<file path="src/hw/rtl/rmr_ram.sv">
// ----------------------------------------------------------------------------
// Generic simple dual-port RAM
// One write port, one read port with registered read data.
// ----------------------------------------------------------------------------
module rmr_ram #(
    parameter int WIDTH = 8,
    parameter int DEPTH = 16,
    localparam int AW   = $clog2(DEPTH)
) (
    input  logic             i_clk,
    input  logic             i_we,
    input  logic [AW-1:0]    i_waddr,
    input  logic [WIDTH-1:0] i_wdata,
    input  logic [AW-1:0]    i_raddr,
    output logic [WIDTH-1:0] o_rdata
);

    logic [WIDTH-1:0] r_mem [DEPTH];
    logic [WIDTH-1:0] r_rdata;

    always_ff @(posedge i_clk) begin
        if (i_we) begin
            r_mem[i_waddr] <= i_wdata;
        end
        r_rdata <= r_mem[i_raddr];
    end

    assign o_rdata = r_rdata;

endmodule

</file>
<file path="config.mk">
export PLATFORM = sky130hd
export DESIGN_NAME = rmr_ram
export DESIGN_NICKNAME = d
export VERILOG_FILES = /design/src/hw/rtl/rmr_ram.sv
export SDC_FILE = /design/constraint.sdc
export NUM_CORES = 1
export LEC_CHECK = 0
export BUFFER_PORTS_ARGS = -buffer_cell sky130_fd_sc_hd__buf_4
export CORE_UTILIZATION = 30
export CTS_BUF_LIST = sky130_fd_sc_hd__clkbuf_8
export DETAILED_ROUTE_END_ITERATION = 12
export GPL_TIMING_DRIVEN = 0
export PLACE_DENSITY = 0.5
export SLEW_MARGIN = 0
export SYNTH_ARGS = -nofsm -noshare
export SYNTH_HDL_FRONTEND = slang
export SYNTH_SLANG_ARGS = --single-unit
</file>
<file path="constraint.sdc">
create_clock -name i_clk -period 2.6 [get_ports i_clk]
set_input_delay 0.52 -clock i_clk [delete_from_list [all_inputs] [get_ports i_clk]]
set_output_delay 0.52 -clock i_clk [all_outputs]
set_load 0.03 [all_outputs]
</file>
-- Yosys cells after proc, flatten, opt, wreduce, memory -nomap -nowiden
Memories as Yosys holds them, arrays and structs flattened. A register that Yosys moved wholly into a read port is not among the register bits.
Cells that the tools add are included.
Widths: inputs -> output; s select.
- flip-flop bits (word level): 0
- bits in writable memories: 128
- bits of input ports: 18
- memories: 1
- muxes and demuxes: 2
- memories (memory ; depth ; width ; rd ports ; clocked after memory_dff ; wr ports ; line ; RTL):
    r_mem ; 16 ; 8 ; 1 ; 1 ; 1 ; 18 ; logic [WIDTH-1:0] r_mem [DEPTH];
- operators with widths (kind ; number):
    $mux 1 ; 2

-- Longest topological paths before layout
Gate-level depths: netlist of the first run.
- depth in word-level cells: 2
- depth in mapped cells: 5
- gate-level depth less buffers: 3

-- Worst setup path after synthesis of the first run
Ideal clock, no wire load.
- kind: input port to flip-flop
- start point: input port i_waddr[2]
- end point: memory r_mem[0][0] (enable)
- setup time: 0.383 ns
- data arrival time: 1.630 ns
- slack: 0.587 ns
- stages: 2
- cells stage by stage: or3b_2 > nor3_1
- RTL lines (item ; line ; RTL):
    start: declaration ; 12 ; input logic [AW-1:0] i_waddr,
    end: declaration ; 18 ;
No word-level cell before the write port.

-- Worst setup path after layout of the first run
- start point: input port i_waddr[2]
- end point: memory r_mem[8][7] (enable)
No word-level cell before the write port.

==> results of run 1 <==
-- worst paths after layout --
check / startpoint / endpoint / slack [ns] / cells after the start
max: i_waddr[2] / r_mem[8][7] / 0.76 / 3
min: i_wdata[6] / r_mem[6][6] / 0.40 / 1
max reg2reg: r_mem[3][7] / o_rdata[7] / 1.14 / 3
min reg2reg: r_mem[11][2] / o_rdata[2] / 0.69 / 3
-- area by class of cell --
cell class | count | area (um^2)
flip-flops and latches | 136 | 4000
well taps | 220 | 275
repair buffers | 25 | 188
clock buffers | 18 | 248
plain buffers | 10 | 86.3
fillers | 1534 | 10700
multi-input cells | 83 | 1060
clock inverters | 14 | 60.1
-- power by group through the flow --
stage | sequential (mW) | combinational [mW] | clock (mW)
CTS | 2.46 | 0.284 | 1.41
floorplan | 2.54 | 0.124 | 0
global placement | 2.51 | 0.282 | 0
finish | 2.46 | 0.280 | 1.37
detailed placement | 2.51 | 0.284 | 0
global route | 2.46 | 0.301 | 1.49
-- cells in the mapped netlist --
library cell and number:
nand3_1 1, and2b_1 1, and2_1 1, buf_6 3
buf_4 1, mux4_2 18, nor2_1 13, edfxtp_1 128
nand3b_1 2, dfxtp_1 8, mux4_1 14, clkdlybuf4s25_2 3
a22oi_1 16, nor3_1 4, or3b_2 1, nand2_1 9
nor2b_1 1, nand2b_1 2, buf_2 3
-- metrics by stage --
step	instances	area [um^2]	setup TNS [ns]	worst slack, ns	utilization
2_1_floorplan	229	5150	0	0.587	-
3_3_place_gp	473	5600	-0.133	-0.0168	0.337
3_5_place_dp	473	5600	-0.359	-0.0451	0.337
4_1_cts	505	5910	0	0.427	0.355
5_1_grt	506	5920	0	0.665	0.356
6_report	506	5920	0	0.756	0.356
-- per-layer routing --
layer  share of wire  global-route usage
met1            0.49               0.177
met2            0.46               0.178
met3           0.040              0.0330
met4           0.011              0.0517
met5               0                   0
-- critical path: cells and delay by family --
family | cells | cell delay (ns)
buffers and inverters | 1 | 0.12
AND/OR/NAND/NOR | 2 | 1.25
-- logic make-up (layout without fill, tap and decap cells) --
group,after synthesis,after routing,synth area share
AO/OA/AOI/OAI,16,16,0.0233
multiplexers,32,32,0.150
AND/OR/NAND/NOR,35,35,0.0318
buffers and inverters,10,67,0.0168
flip-flops,136,136,0.778
-- state kept, by name, summed over array words and instances (netlist names) --
| name | flops |
|---|---|
| o_rdata | 8 |
| r_mem | 128 |
==> flow_summary.json, run 1 <==
{
  "die_w_um": 133,
  "critPathMaxStageDelay_ns": 0.98,
  "vdd_drop_max_uv": 308,
  "clk_pin_slew_ns": 0.07,
  "synth-seq-cells": 136,
  "place_congestion": 0.657,
  "dr.pass1.iters": 4,
  "final_cell_mix": "128 x edfxtp_1, 25 x buf_4, 18 x mux4_2, 18 x clkbuf_8, 16 x a22oi_1",
  "drive_gt1_frac": 0.273,
  "ys_top_cells_by_area": "edfxtp_1 75%, mux4_2 7.9%, mux4_1 7.1%, dfxtp_1 3.1%, a22oi_1 2.3%",
  "seq_power_share": 0.599,
  "netSwitchingFraction": 0.220,
  "ant_nets": 0,
  "nNetsFinal": 291,
  "p_int_mw": 3.21,
  "required_ns": 2.65,
  "fmax_ghz": 0.542,
  "synth_top_cell_area_share": 0.747,
  "die_area_um2": 17700,
  "ys_warn_count": 0,
  "power.switching_mw": 0.904,
  "rows": 47,
  "synth_area_um2": 5150,
  "pwr-share-comb": 0.068,
  "die_height_um": 133,
  "dp_hpwl_mm": 6.60,
  "timing.critical_path.to_type": "flop",
  "wirelength_mm": 10.3,
  "grt_max_degree": 17,
  "tightestPinTransition_ns": 1.23,
  "area_growth_pct": 15.0,
  "clk_latency_ns": 0.44,
  "hp-class": "input port to flop",
  "n_antenna_cell": 0,
  "vias": 2346,
  "finalSetupViolations": 0,
  "numCtsBuffers": 17,
  "min_period_over_period": 0.709,
  "hold_buffers": 0,
  "via_per_inst": 4.64,
  "core-area_um2": 16600,
  "floorplan.io_pins": 26,
  "wl_per_cell_um": 20.4,
  "initial_core_util": 0.309,
  "cts-htree-levels": 4,
  "cpMaxStageDelayCell": "nor3_1",
  "worst-setup-path-type": "input port to flop",
  "finalPower_mw": 4.11,
  "whs_ns": 0.402,
  "clockBufferDepth": 2,
  "cts.sinks": 136,
  "drt_iter0_markers": 222,
  "layout_commonest_cell": "edfxtp_1",
  "cp-start-kind": "input port",
  "drv_cap": 0,
  "first_global_vias": 2329,
  "route.detailed.drc": 0,
  "cts_tree": "done",
  "worst_clock_skew_ns": 0.0124,
  "rsz0062_at_grt": "false",
  "cts_resized": 0,
  "antenna_found_initial": 0,
  "port_buffers": 24,
  "crit_arrival_ns": 1.89,
  "cts_root_buf": "clkbuf_8",
  "grt_usage": 0.124,
  "yosysTopAreaCell": "edfxtp_1",
  "ys_types": 19,
  "avgSynthCellArea_um2": 22.5,
  "maxSlewViolCount": 0,
  "worstPathMaxFanout": 8,
  "cts_setup_buffers": 0,
  "status": "finished, final reports clean",
  "synth_nets": 247,
  "hold_viol": 0,
  "grt_overflow": 0,
  "grt_pass1_wl_mm": 15.1,
  "clockPowerShare": 0.333,
  "p_leak_nw": 1.96,
  "synthCells": 229,
  "p_per_area_nw_per_um2": 694,
  "crit_chain": "buf_4, nand3b_1, nor3_1",
  "relSlewSlack": 0.172,
  "fin_crit_ns": 1.84,
  "seq_area_frac_synth": 0.778
}
Power figures use the tool's default switching activity.
==> inputs of run 2 (changes only) <==
==> constraint.sdc (replaced) <==
create_clock -name i_clk -period 1.7 [get_ports i_clk]
set_input_delay 0.34 -clock i_clk [delete_from_list [all_inputs] [get_ports i_clk]]
set_output_delay 0.34 -clock i_clk [all_outputs]
set_load 0.03 [all_outputs]
==> run 2 against run 1 <==
  * Cell count shrank 0.20%
  * Utilization increased by 0.69 points
  * Total power is 70% higher
==> flow_summary.json, run 2 (same netlist as run 1, synthesis figures left out) <==
{
  "maxSlewViolCount": 0,
  "vdd_drop_max_uv": 468,
  "area_growth_pct": 17.2,
  "drt_iter0_markers": 222,
  "layout_commonest_cell": "edfxtp_1",
  "die_height_um": 133,
  "die_w_um": 133,
  "fin_cells": 505,
  "cp-start-kind": "input port",
  "tightestPinTransition_ns": 1.18,
  "fmax_ghz": 0.617,
  "die_area_um2": 17700,
  "fin_area_um2": 6030,
  "grt_overflow": 0,
  "first_global_vias": 2404,
  "timing.critical_path.to_type": "flop",
  "cts_root_buf": "clkbuf_8",
  "dp.cells": 473,
  "antenna_found_initial": 0,
  "cts.sinks": 136,
  "p_leak_nw": 1.96,
  "finalSetupViolations": 0,
  "required_ns": 1.75,
  "core-area_um2": 16600,
  "largest_reg_flops": 128,
  "fillers": 1535,
  "numCtsBuffers": 17,
  "final_cell_mix": "128 x edfxtp_1, 25 x buf_4, 18 x mux4_2",
  "status": "finished, final reports clean",
  "regArea_um2": 4000,
  "grt_max_degree": 17,
  "grt_usage": 0.129,
  "clk_pin_slew_ns": 0.08,
  "dr.pass1.iters": 4,
  "worst_clock_skew_ns": 0.0148,
  "hp-class": "input port to flop",
  "drive_gt1_frac": 0.291,
  "wirelength_mm": 10.5,
  "wl_per_cell_um": 20.8,
  "worst-setup-path-type": "input port to flop",
  "rows": 47,
  "p_per_area_nw_per_um2": 1160,
  "rsz0062_at_grt": "false",
  "largest-register": "r_mem",
  "ant_nets": 0,
  "clk_latency_ns": 0.43,
  "cts-htree-levels": 4,
  "vias": 2396,
  "grt_pass1_wl_mm": 15.7,
  "clockBufferDepth": 2,
  "nNetsFinal": 290,
  "hold_buffers": 0,
  "worstPathMaxFanout": 8,
  "floorplan.io_pins": 26,
  "dp_hpwl_mm": 6.73,
  "initial_core_util": 0.309,
  "n_antenna_cell": 0,
  "place_congestion": 0.691,
  "route.detailed.drc": 0,
  "min_period_over_period": 0.953,
  "cts_setup_buffers": 0,
  "cts_tree": "done",
  "dpl_cell_area_um2": 5610,
  "relSlewSlack": 0.207,
  "via_per_inst": 4.74,
  "hold_viol": 0,
  "multiInputGateArea_um2": 1070,
  "crit_arrival_ns": 1.67,
  "fin_crit_ns": 1.62,
  "port_buffers": 24,
  "drv_cap": 0
}
-- run 2: report_power, final --
group / internal, mW / leakage (nW) / switching, mW / total, mW
clock network: 1.57 / 0.201 / 1.21 / 2.78
registers: 3.74 / 1.22 / 0.0170 / 3.76
logic: 0.173 / 0.537 / 0.258 / 0.431
-- run 2: final timing paths --
check | startpoint | to | slack, ns | cells past startpoint
worst min register to register | r_mem[8][2] | o_rdata[2] | 0.69 | 3
worst max register to register | r_mem[14][0] | o_rdata[0] | 0.33 | 3
worst min-delay path | i_wdata[1] | r_mem[14][1] | 0.24 | 1
worst max-delay path | i_waddr[2] | r_mem[1][6] | 0.08 | 3
-- run 2: area by class of cell --
cell class,instances,share of cell area
timing repair buffer,24,0.0299
clock buffer,17,0.0388
sequential,136,0.664
clock inverter,15,0.0309
buffer,10,0.0143
multi-input combinational,83,0.177
tap,220,0.0456
-- run 2: per-layer routing --
layer / up-vias / share of wire / routed length [um] / GRT usage
met5: - / 0 / 0 / 0
met4: 0 / 0.0044 / 46 / 0.0402
met3: 4 / 0.049 / 512 / 0.0406
met2: 69 / 0.46 / 4800 / 0.184
met1: 1266 / 0.49 / 5170 / 0.186
li1: 1057 / - / - / -
-- run 2: what timing repair did --
| item | 4_1_cts | 5_1_grt |
|---|---|---|
| gates resized for setup | 1 | 0 |
| setup endpoints to repair | 8 | 0 |
| hold endpoints to repair | 0 | 0 |
-- run 2: per-stage QoR --
| stage | power, mW | setup slack [ns] | TNS (ns) | util | hold slack, ns |
|---|---|---|---|---|---|
| 6_report | 6.97 | 0.0798 | 0 | 0.363 | 0.241 |
| 5_1_grt | 7.19 | 0.0404 | 0 | 0.363 | 0.221 |
| 4_1_cts | 7.03 | 0.0585 | 0 | 0.363 | 0.223 |
| 3_5_place_dp | 4.27 | -0.494 | -26.91 | 0.337 | 0.675 |
| 3_3_place_gp | 4.27 | -0.494 | -26.65 | 0.337 | 0.674 |
| 2_1_floorplan | 4.07 | 0.0939 | 0 | - | 0.439 |
-- run 2: worst max-delay path, stage by stage --
cell	delay, ns
buf_4	0.12
or3b_2	0.54
nor2_1	0.67
